File: config.mk
export PLATFORM = sky130hd
export DESIGN_NAME = imd_ctrl
export DESIGN_NICKNAME = d
export VERILOG_FILES = /design/src/rtl/imd_pkg.sv /design/src/rtl/imd_ctrl.sv
export SDC_FILE = /design/constraint.sdc
export NUM_CORES = 1
export LEC_CHECK = 0
export BUFFER_PORTS_ARGS = -buffer_cell sky130_fd_sc_hd__buf_2
export CORE_AREA = 5 5 42 44
export CTS_CLUSTER_DIAMETER = 80
export DETAILED_ROUTE_END_ITERATION = 10
export DIE_AREA = 0 0 47 49
export SLEW_MARGIN = 20
export SYNTH_ARGS = -nofsm -noshare
export SYNTH_HDL_FRONTEND = slang
export SYNTH_SLANG_ARGS = --single-unit
File: constraint.sdc
create_clock -name clk_i -period 1.4 [get_ports clk_i]
set_clock_uncertainty 0.15 [all_clocks]
set_input_delay 0.14 -clock clk_i [delete_from_list [all_inputs] [get_ports clk_i]]
set_output_delay 0.14 -clock clk_i [all_outputs]
set_load 0.02 [all_outputs]
File: src/rtl/imd_pkg.sv
`default_nettype none

package imd_pkg;

  localparam int DEF_SAMPLE_BITS  = 16;
  localparam int DEF_AVERAGE_BITS = 24;

  localparam int TIME_W     = 64;
  localparam int THR_W      = 15;
  localparam int WARM_W     = 8;
  localparam int CFG_IDX_W  = 2;
  localparam int CFG_DATA_W = 16;

  // Thresholds are unsigned Q3.12; blend weights are Q0.16 and sum to one.
  localparam int THR_FRAC = 12;
  localparam int W_SHIFT  = 16;
  localparam int W_KEEP   = 64225;
  localparam int W_NEW    = 1311;

  localparam logic [CFG_IDX_W-1:0] REG_GYRO_THR  = 2'd0;
  localparam logic [CFG_IDX_W-1:0] REG_ACCEL_THR = 2'd1;
  localparam logic [CFG_IDX_W-1:0] REG_WARMUP    = 2'd2;

  localparam logic [THR_W-1:0]  GYRO_THR_RST  = 15'd307;
  localparam logic [THR_W-1:0]  ACCEL_THR_RST = 15'd123;
  localparam logic [WARM_W-1:0] WARMUP_RST    = 8'd30;

  typedef enum logic [1:0] {
    SENS_ACC = 2'd0,
    SENS_GYR = 2'd1,
    SENS_MAG = 2'd2
  } sensor_e;

  typedef struct packed {
    logic    capture;
    logic    step;
    sensor_e sensor;
    logic    finish;
  } imd_cmd_t;

  typedef struct packed {
    logic warm_now;
    logic out_free;
  } imd_sts_t;

endpackage

`default_nettype wire

File: src/rtl/imd_ctrl.sv
`default_nettype none

module imd_ctrl import imd_pkg::*; (
  input  logic     clk_i,
  input  logic     rst_ni,
  input  logic     smp_valid_i,
  output logic     smp_ready_o,
  input  imd_sts_t sts_i,
  output imd_cmd_t cmd_o
);

  typedef enum logic [4:0] {
    ST_IDLE = 5'b00001,
    ST_ACC  = 5'b00010,
    ST_GYR  = 5'b00100,
    ST_MAG  = 5'b01000,
    ST_CMP  = 5'b10000
  } state_e;

  state_e state_q, state_d;

  assign smp_ready_o = (state_q == ST_IDLE);

  always_comb begin
    state_d       = state_q;
    cmd_o.capture = 1'b0;
    cmd_o.step    = 1'b0;
    cmd_o.sensor  = SENS_ACC;
    cmd_o.finish  = 1'b0;
    case (state_q)
      ST_IDLE: begin
        if (smp_valid_i) begin
          cmd_o.capture = 1'b1;
          // Warm-up samples only need the result step.
          state_d = sts_i.warm_now ? ST_CMP : ST_ACC;
        end
      end
      ST_ACC: begin
        cmd_o.step   = 1'b1;
        cmd_o.sensor = SENS_ACC;
        state_d      = ST_GYR;
      end
      ST_GYR: begin
        cmd_o.step   = 1'b1;
        cmd_o.sensor = SENS_GYR;
        state_d      = ST_MAG;
      end
      ST_MAG: begin
        cmd_o.step   = 1'b1;
        cmd_o.sensor = SENS_MAG;
        state_d      = ST_CMP;
      end
      ST_CMP: begin
        if (sts_i.out_free) begin
          cmd_o.finish = 1'b1;
          state_d      = ST_IDLE;
        end
      end
      default: begin
        state_d = ST_IDLE;
      end
    endcase
  end

  always_ff @(posedge clk_i or negedge rst_ni) begin
    if (!rst_ni) begin
      state_q <= ST_IDLE;
    end else begin
      state_q <= state_d;
    end
  end

  a_accept_starts: assert property (@(posedge clk_i) disable iff (!rst_ni)
    (smp_valid_i && smp_ready_o) |=> (state_q == ST_ACC || state_q == ST_CMP))
    else $error("accepted sample did not start processing");

  a_cmp_holds: assert property (@(posedge clk_i) disable iff (!rst_ni)
    (state_q == ST_CMP && !sts_i.out_free) |=> (state_q == ST_CMP))
    else $error("result step left while output register was full");

  a_one_capture: assert property (@(posedge clk_i) disable iff (!rst_ni)
    cmd_o.capture |=> !cmd_o.capture)
    else $error("two samples captured in consecutive cycles");

endmodule

`default_nettype wire

==> results_dict.tcl, run 1 <==
set metrics [dict create \
    antenna_found_initial 0 \
    grt_max_degree 7 \
    synth_edf_count 0 \
    min_period_over_period 1.22 \
    yosys.area.top_type "dfrtp_1" \
    relSlewSlack 0.830 \
    p_leak_nw 0.291 \
    first_pass_iters 1 \
    setup_viol 9 \
    top_register "state_q" \
    drc 0 \
    routed_wl_um 887 \
    synth_area_um2 288 \
    routedWlPerCell_um 12.3 \
    worst-setup-path-type "reg2out" \
    postLayoutCoreUtil 0.425 \
    cts_max_level 1 \
    cts_tree "yes" \
    grt_pass1_vias 343 \
    hpwl_um 596 \
    n_fill_cell 138 \
    reg_top3 "state_q (5)" \
    synthTopCellsByCount "dfrtp_1 (4), nor2_1 (3), nor3_1 (2), nor3b_1 (2), nor4b_1 (2)" \
    outcome "finished, violations left" \
    critPathLaunchType "flop" \
    numClockSinks 5 \
    hold_viol 0 \
    largest_reg_flops 5 \
    avgSynthCellArea_um2 10.7 \
    layout-area-overhead-vs-synth_pct 107 \
    pin_count 11 \
    hold_class "in2async" \
    rows 14 \
    clock_path_buffers 2 \
    vias 330 \
    dieArea_mm2 0.00230 \
    port_buffers 10 \
    setup_ws_ps -313 \
    num_antenna_cells 0 \
    grt_setup_unrepaired "yes" \
    vdd_drop_max_mv 0.668 \
    placed_area_um2 435 \
    die_w_um 47 \
    max_freq_ghz 0.584 \
    synth-seq-cells 5 \
    path_cells "or4_4 -> nor2_4 -> buf_6" \
    grt_pass1_wl_mm 1.54 \
    gp_congestion 0.661 \
    yosysUniqueCellTypes 19 \
    period_needed_ps 1710 \
    grt_usage 0.0970 \
    start_util 0.205 \
    drt_iter0_drc 0 \
    cts_buffers 3 \
    cp_slowest_stage_delay_ps 550 \
    maxCapViolCount 0 \
    vias_per_cell 4.58 \
    violations "negative setup slack" \
    synthesis.nets 32 \
    crit_slowest_cell "or4_4" \
    cp-end-kind "output port" \
    path_clk_slew_ps 40 \
    synth-async-reset-ratio 1.00 \
    critPathRequiredTime_ps 1110 \
    detailedPlace.worstSlack_ps -97.8 \
    synth_warnings 0 \
    yosysMostFrequentCell "dfrtp_1" \
    crit_fanout 4 \
    coreArea_mm2 0.00140 \
    drv_slew 0 \
    layout-drive-gt1-share 0.732 \
    cts_root_buffer "clkbuf_4" \
    die_height_um 49 \
    ys.flop_type "dfrtp_1" \
    finalHoldWorstSlack_ps 91.6 \
    critPathArrivalTime_ps 1420 \
    postSynthCellCount 27 \
    p_per_area_mw_per_mm2 1550 \
    tns_ps -2160 \
    grt.overflow.total 0 \
    ys_top_cells_by_area "dfrtp_1 (35%), dfstp_2 (9.1%), nor4b_1 (6.1%)" \
    ant_nets 0 \
    layout.nets 62 \
    yosysTopAreaCellShare 0.348 \
    seq_area_frac_synth 0.439 \
    insertion_delay_ps 240 \
    worst_pin_slew_ps 254 \
    design_area_um2 596 \
]
[critical path, delay by kind of cell, from the launching register on]
kind	cells	cell delay (ps)
simple gates	2	650
flops	1	410
buf+inv	1	120
[cells in the final DEF, fill, tap and decap left out, drive strengths merged]
cell type and n:
or3 1, inv 1, nor3b 3, nor3 2, dfstp 1, dlygate4sd3 2, xor2 1, o21ai 1
nor2 3, nor4b 3, nand4b 1, nand2 1, dfrtp 4, or4 1, buf 24, o211a 1
a211o 1, clkbuf 4, or2 1
[path summary, 6_finish.rpt]
| kind | start | to | slack (ps) | cells past startpoint |
|---|---|---|---|---|
| max in group asynchronous | rst_ni | state_q[0]$_DFFE_PN1P_ | 800 | 2 |
| worst max-delay path | state_q[3]$_DFFE_PN0P_ | cmd_o[0] | -310 | 3 |
| worst min-delay path | rst_ni | state_q[3]$_DFFE_PN0P_ | 90 | 2 |
| worst min register to register | state_q[2]$_DFFE_PN0P_ | state_q[2]$_DFFE_PN0P_ | 420 | 2 |
| min in group clk_i | sts_i[0] | state_q[0]$_DFFE_PN1P_ | 130 | 3 |
| worst max register to register | state_q[3]$_DFFE_PN0P_ | state_q[4]$_DFFE_PN0P_ | -230 | 4 |
[area by class of cell]
type / count / area, µm² / share of cell area
clock buffers: 4 / 26.3 / 0.0441
inverters: 1 / 3.75 / 0.00630
multi-input cells: 20 / 218 / 0.366
flip-flops and latches: 5 / 129 / 0.216
well taps: 16 / 20.0 / 0.0336
repair buffers: 26 / 199 / 0.334
[repair_timing]
action,4_1_cts,5_1_grt
buffers inserted,4,1
gates resized for setup,12,7
hold endpoints to repair,7,0
pin swaps,3,1
hold buffers,2,0
setup endpoints to repair,9,10
[per-stage QoR]
step | instances | total power [mW]
2_1_floorplan | 27 | 0.434
3_3_place_gp | 61 | 0.601
3_5_place_dp | 61 | 0.600
4_1_cts | 71 | 0.889
5_1_grt | 72 | 1.01
6_report | 72 | 0.926
[routing by layer]
| metal | vias up | share of wire | GRT usage |
|---|---|---|---|
| met4 | 0 | 0 | 0.0645 |
| met5 | - | 0 | 0 |
| met1 | 166 | 0.37 | 0.0982 |
| li1 | 159 | - | - |
| met2 | 5 | 0.59 | 0.145 |
| met3 | 0 | 0.044 | 0.0554 |
[power breakdown]
group / switching (mW) / internal, mW
sequential: 0.0356 / 0.187
combinational: 0.241 / 0.299
clock: 0.0558 / 0.108
total: 0.332 / 0.593
[kinds of logic (layout without fill, tap and decap cells)]
family / count (synthesis) / after routing / synth area share
flops: 5 / 5 / 0.439
buf+inv: 2 / 31 / 0.0391
xor+xnor: 1 / 1 / 0.0304
simple gates: 16 / 16 / 0.409
compound gates: 3 / 3 / 0.0826
Power figures use the tool's default switching activity.
==> run 2: changes to the inputs <==
--- a/config.mk
+++ b/config.mk
@@ -6,10 +6,10 @@
 export NUM_CORES = 1
 export LEC_CHECK = 0
 export BUFFER_PORTS_ARGS = -buffer_cell sky130_fd_sc_hd__buf_2
-export CORE_AREA = 5 5 42 44
+export CORE_AREA = 2 2 39 41
 export CTS_CLUSTER_DIAMETER = 80
 export DETAILED_ROUTE_END_ITERATION = 10
-export DIE_AREA = 0 0 47 49
+export DIE_AREA = 0 0 41 43
 export SLEW_MARGIN = 20
 export SYNTH_ARGS = -nofsm -noshare
 export SYNTH_HDL_FRONTEND = slang
==> run 2 against run 1 <==
The flow still finishes with violations (negative setup slack). Combinational power decreased by 2%. Sequential power about the same. Sequential share of layout area increased by 0.83 points. Clock power about the same. Setup slack improved by 9.7 ps. Die area decreased by 23%. Critical path type unchanged. Largest power group unchanged.
==> results_dict.tcl, run 2 (synthesis gave the netlist of run 1 again) <==
set metrics [dict create \
    crit_fanout 4 \
    critPathArrivalTime_ps 1410 \
    path_buf_inv 1 \
    pin_count 11 \
    gp_congestion 0.636 \
    r2r_start "state_q[2]$_DFFE_PN0P_" \
    worstRegToRegCells 4 \
    start_util 0.208 \
    design_area_um2 568 \
    drc 0 \
    postLayoutCoreUtil 0.410 \
    clock_path_buffers 2 \
    cts_buffers 3 \
    top_register "state_q" \
    worst-setup-path-type "reg2out" \
    cts_tree "yes" \
    layout-drive-gt1-share 0.655 \
    die_height_um 43 \
    path_clk_slew_ps 40 \
    ant_nets 0 \
    coreArea_mm2 0.00138 \
    vdd_drop_max_mv 0.636 \
    cp_slowest_stage_delay_ps 560 \
    cts_root_buffer "clkbuf_4" \
    cp_top_family "simple AND/OR/NAND/NOR gates" \
    outcome "finished, violations left" \
    min_period_over_period 1.22 \
    setup_ws_ps -304 \
    maxCapViolCount 0 \
    violations "negative setup slack" \
    critPathLaunchType "flop" \
    r2r_end "state_q[4]$_DFFE_PN0P_" \
    grt_usage 0.118 \
    p_leak_nw 0.286 \
    routedWlPerCell_um 12.4 \
    cts_max_level 1 \
    p_per_area_mw_per_mm2 1610 \
    layout.nets 61 \
    insertion_delay_ps 230 \
    worst_pin_slew_ps 284 \
    grt_pass1_vias 304 \
    numClockSinks 5 \
    vias 303 \
    n_fill_cell 131 \
    reg2reg_slack_ps -280 \
    grt_max_degree 7 \
    final_cell_mix "buf_4 (14), buf_2 (5), buf_6 (4), clkbuf_4 (3), dfrtp_1 (3)" \
    largest_reg_flops 5 \
    layout-area-overhead-vs-synth_pct 97.4 \
    path_cells "or4_4 -> nor2_4 -> buf_6" \
    grt_setup_unrepaired "yes" \
    hold_viol 0 \
    routed_wl_um 883 \
    grt_pass1_wl_mm 1.37 \
    critPathRequiredTime_ps 1110 \
    cp-end-kind "output port" \
    period_needed_ps 1700 \
    final_common_cell "buf_4" \
    port_buffers 10 \
    dieArea_mm2 0.00176 \
    max_freq_ghz 0.587 \
    reg_top3 "state_q (5)" \
    drt_iter0_drc 6 \
    power.total_mw 0.915 \
    die_w_um 41 \
    grt.overflow.total 0 \
    setup_viol 9 \
    relSlewSlack 0.808 \
    vias_per_cell 4.27 \
    first_pass_iters 5 \
    antenna_found_initial 0 \
    placed_area_um2 420 \
    crit_slowest_cell "or4_4" \
    num_antenna_cells 0 \
    rows 14 \
    hold_class "in2async" \
    drv_slew 0 \
]
[run 2: final cells by class]
class / instances / area, µm² / share of cell area
sequential: 5 / 128 / 0.225
timing repair buffer: 25 / 195 / 0.344
multi-input combinational: 20 / 195 / 0.344
tap: 16 / 20.0 / 0.0352
clock buffer: 4 / 26.3 / 0.0463
inverter: 1 / 3.75 / 0.00661
[run 2: worst reg2reg max path, cell delays in order (launching register included)]
cell	delay, ps
dfrtp_2	410
or4_4	560
buf_4	160
nor3b_4	200
a211o_1	130
[run 2: layer usage]
layer  wire length (µm)  vias up  GRT usage  share of wire
met3                 19        0     0.0314          0.022
met5                  0        -          0              0
met1                338      141      0.125           0.38
li1                   -      158          -              -
met2                526        4      0.200           0.60
met4                  0        0     0.0600              0
[run 2: through the flow]
step | hold slack (ps) | setup TNS (ps) | setup slack [ps] | instances
finish | 100 | -2230 | -304 | 71
global route | 96.8 | -2720 | -348 | 71
CTS | 96.3 | -2190 | -312 | 69
detailed placement | -185 | -292 | -94.1 | 59
global placement | -191 | -332 | -71.4 | 59
floorplan | -306 | -243 | -77.7 | 27
[run 2: worst max-delay path by stage]
stage	endpoint	slack, ps	startpoint	cells past startpoint
2_1_floorplan	state_q[4]$_DFFE_PN0P_	-80	state_q[3]$_DFFE_PN0P_	3
3_3_place_gp	cmd_o[0]	-70	state_q[3]$_DFFE_PN0P_	3
3_5_place_dp	state_q[4]$_DFFE_PN0P_	-90	state_q[3]$_DFFE_PN0P_	3
4_1_cts	cmd_o[0]	-310	state_q[2]$_DFFE_PN0P_	3
5_1_grt	cmd_o[0]	-350	state_q[3]$_DFFE_PN0P_	3
6_report	cmd_o[0]	-300	state_q[2]$_DFFE_PN0P_	3
[run 2: where the power goes]
part	switching [mW]	internal [mW]	total, mW
logic	0.234	0.297	0.531
registers	0.0361	0.186	0.222
clock network	0.0548	0.107	0.162
[run 2: repair_timing]
item,in CTS,in global routing
hold buffers,2,0
pin swaps,2,2
gates resized for setup,9,5
setup endpoints to repair,8,9
buffers inserted,4,2
gates cloned,0,0
hold endpoints to repair,7,0
==> run 3: changes to the inputs <==
--- a/config.mk
+++ b/config.mk
@@ -7,6 +7,7 @@
 export LEC_CHECK = 0
 export BUFFER_PORTS_ARGS = -buffer_cell sky130_fd_sc_hd__buf_2
 export CORE_AREA = 2 2 39 41
+export CTS_BUF_LIST = sky130_fd_sc_hd__clkbuf_4 sky130_fd_sc_hd__clkbuf_8
 export CTS_CLUSTER_DIAMETER = 80
 export DETAILED_ROUTE_END_ITERATION = 10
 export DIE_AREA = 0 0 41 43
==> run 3 against run 2 <==
Flip-flop and latch count did not move. Sequential share of layout area fell by 0.15 points. Global-route usage did not move. Final cell count did not move. Count of clock-buffer cells in the layout did not move. The flow still finishes with violations (negative setup slack). Largest cell class unchanged. Hold slack got worse by 1.6 ps. Combinational power barely moved. Critical endpoint unchanged. Routed wire length rose by 0.57%. Via count did not move.
==> results_dict.tcl, run 3 (synthesis gave the netlist of run 1 again) <==
set metrics [dict create \
    outcome "finished, violations left" \
    violations "negative setup slack" \
    r2r_end "state_q[4]$_DFFE_PN0P_" \
    vias 303 \
    first_pass_iters 5 \
    multi_input_area_um2 195 \
    routed_wl_um 888 \
    reg_top3 "state_q (5)" \
    final_cell_mix "buf_4 (14), buf_2 (5), clkbuf_4 (4), buf_6 (4), dfrtp_1 (3)" \
    r2r_start "state_q[2]$_DFFE_PN0P_" \
    path_clk_slew_ps 50 \
    grt_max_degree 7 \
    vias_per_cell 4.27 \
    maxCapViolCount 0 \
    largest_reg_flops 5 \
    die_height_um 43 \
    relSlewSlack 0.808 \
    critPathRequiredTime_ps 1110 \
    grt.overflow.total 0 \
    antenna_found_initial 0 \
    postLayoutCoreUtil 0.413 \
    coreArea_mm2 0.00138 \
    grt_pass1_wl_mm 1.37 \
    layout.nets 61 \
    n_fill_cell 131 \
    cts_tree "yes" \
    period_needed_ps 1710 \
    port_buffers 10 \
    worst-setup-path-type "reg2out" \
    dieArea_mm2 0.00176 \
    routedWlPerCell_um 12.5 \
    min_period_over_period 1.22 \
    hold_viol 0 \
    hold_class "in2async" \
    setup_viol 9 \
    layout-drive-gt1-share 0.673 \
    final_common_cell "buf_4" \
    worst_pin_slew_ps 284 \
    worstRegToRegCells 4 \
    cp-end-kind "output port" \
    rows 14 \
    top_register "state_q" \
    gp_congestion 0.636 \
    layout-area-overhead-vs-synth_pct 98.7 \
    grt_usage 0.118 \
    die_w_um 41 \
    grt_setup_unrepaired "yes" \
    cts_root_buffer "clkbuf_4" \
    design_area_um2 572 \
    p_leak_nw 0.290 \
    critPathLaunchType "flop" \
    numClockSinks 5 \
    reg2reg_slack_ps -280 \
    drv_slew 0 \
    cts_max_level 1 \
    placed_area_um2 420 \
    vdd_drop_max_mv 0.639 \
    cts_buffers 3 \
    drc 0 \
    start_util 0.208 \
    regArea_um2 128 \
    drt_iter0_drc 6 \
    ant_nets 0 \
    num_antenna_cells 0 \
    p_per_area_mw_per_mm2 1640 \
    crit_fanout 4 \
    pin_count 11 \
    critPathArrivalTime_ps 1420 \
    grt_pass1_vias 304 \
    clock_path_buffers 2 \
    setup_ws_ps -305 \
    max_freq_ghz 0.586 \
    insertion_delay_ps 240 \
]
==> run 3: cell counts in the layout (fill, tap and decap cells not counted) <==
Identical to the previous run, type by type.
==> run 3: routing by layer <==
layer	vias to the layer above	wire length [µm]	track usage
li1	158	-	-
met1	141	338	0.125
met2	4	531	0.200
met3	0	19	0.0314
met4	0	0	0.0600
met5	-	0	0
==> run 3: critical path, cell delays in order (launching register included) <==
cell and delay, ps:
dfrtp_2 410, or4_4 560, nor2_4 90, buf_6 120
==> run 3: power breakdown <==
part           leakage, nW  total (mW)  internal, mW  switching (mW)
Sequential          0.0635       0.222         0.186          0.0361
Clock               0.0184       0.183         0.127          0.0559
Combinational        0.208       0.531         0.297           0.234
==> run 3: timing repair <==
item,4_1_cts,5_1_grt
pin swaps,2,2
setup endpoints to repair,8,9
hold buffers,2,0
buffers inserted,4,2
hold endpoints to repair,7,0
gates resized for setup,9,5
==> run 3: stage by stage <==
step                      setup WS (ps)  instances  hold slack (ps)  setup TNS, ps  power, mW
after floorplan                   -77.7         27             -306           -243      0.434
after global placement            -71.4         59             -191           -332      0.577
after detailed placement          -94.1         59             -185           -292      0.579
after CTS                          -316         69             93.9          -2220      0.878
after global routing               -349         71             96.8          -2730      0.989
final                              -305         71             98.6          -2250      0.936
==> run 3: layout make-up <==
class                           count  share of cell area
Multi-Input combinational cell     20               0.341
Timing Repair Buffer               25               0.341
Sequential cell                     5               0.223
Clock buffer                        4              0.0525
Tap cell                           16              0.0350
Inverter                            1             0.00656
==> run 3: worst max path at each step <==
stage,startpoint,end,cells after the start
floorplan,state_q[3]$_DFFE_PN0P_,state_q[4]$_DFFE_PN0P_,3
global placement,state_q[3]$_DFFE_PN0P_,cmd_o[0],3
detailed placement,state_q[3]$_DFFE_PN0P_,state_q[4]$_DFFE_PN0P_,3
CTS,state_q[2]$_DFFE_PN0P_,cmd_o[0],3
global route,state_q[3]$_DFFE_PN0P_,cmd_o[0],3
finish,state_q[2]$_DFFE_PN0P_,cmd_o[0],3
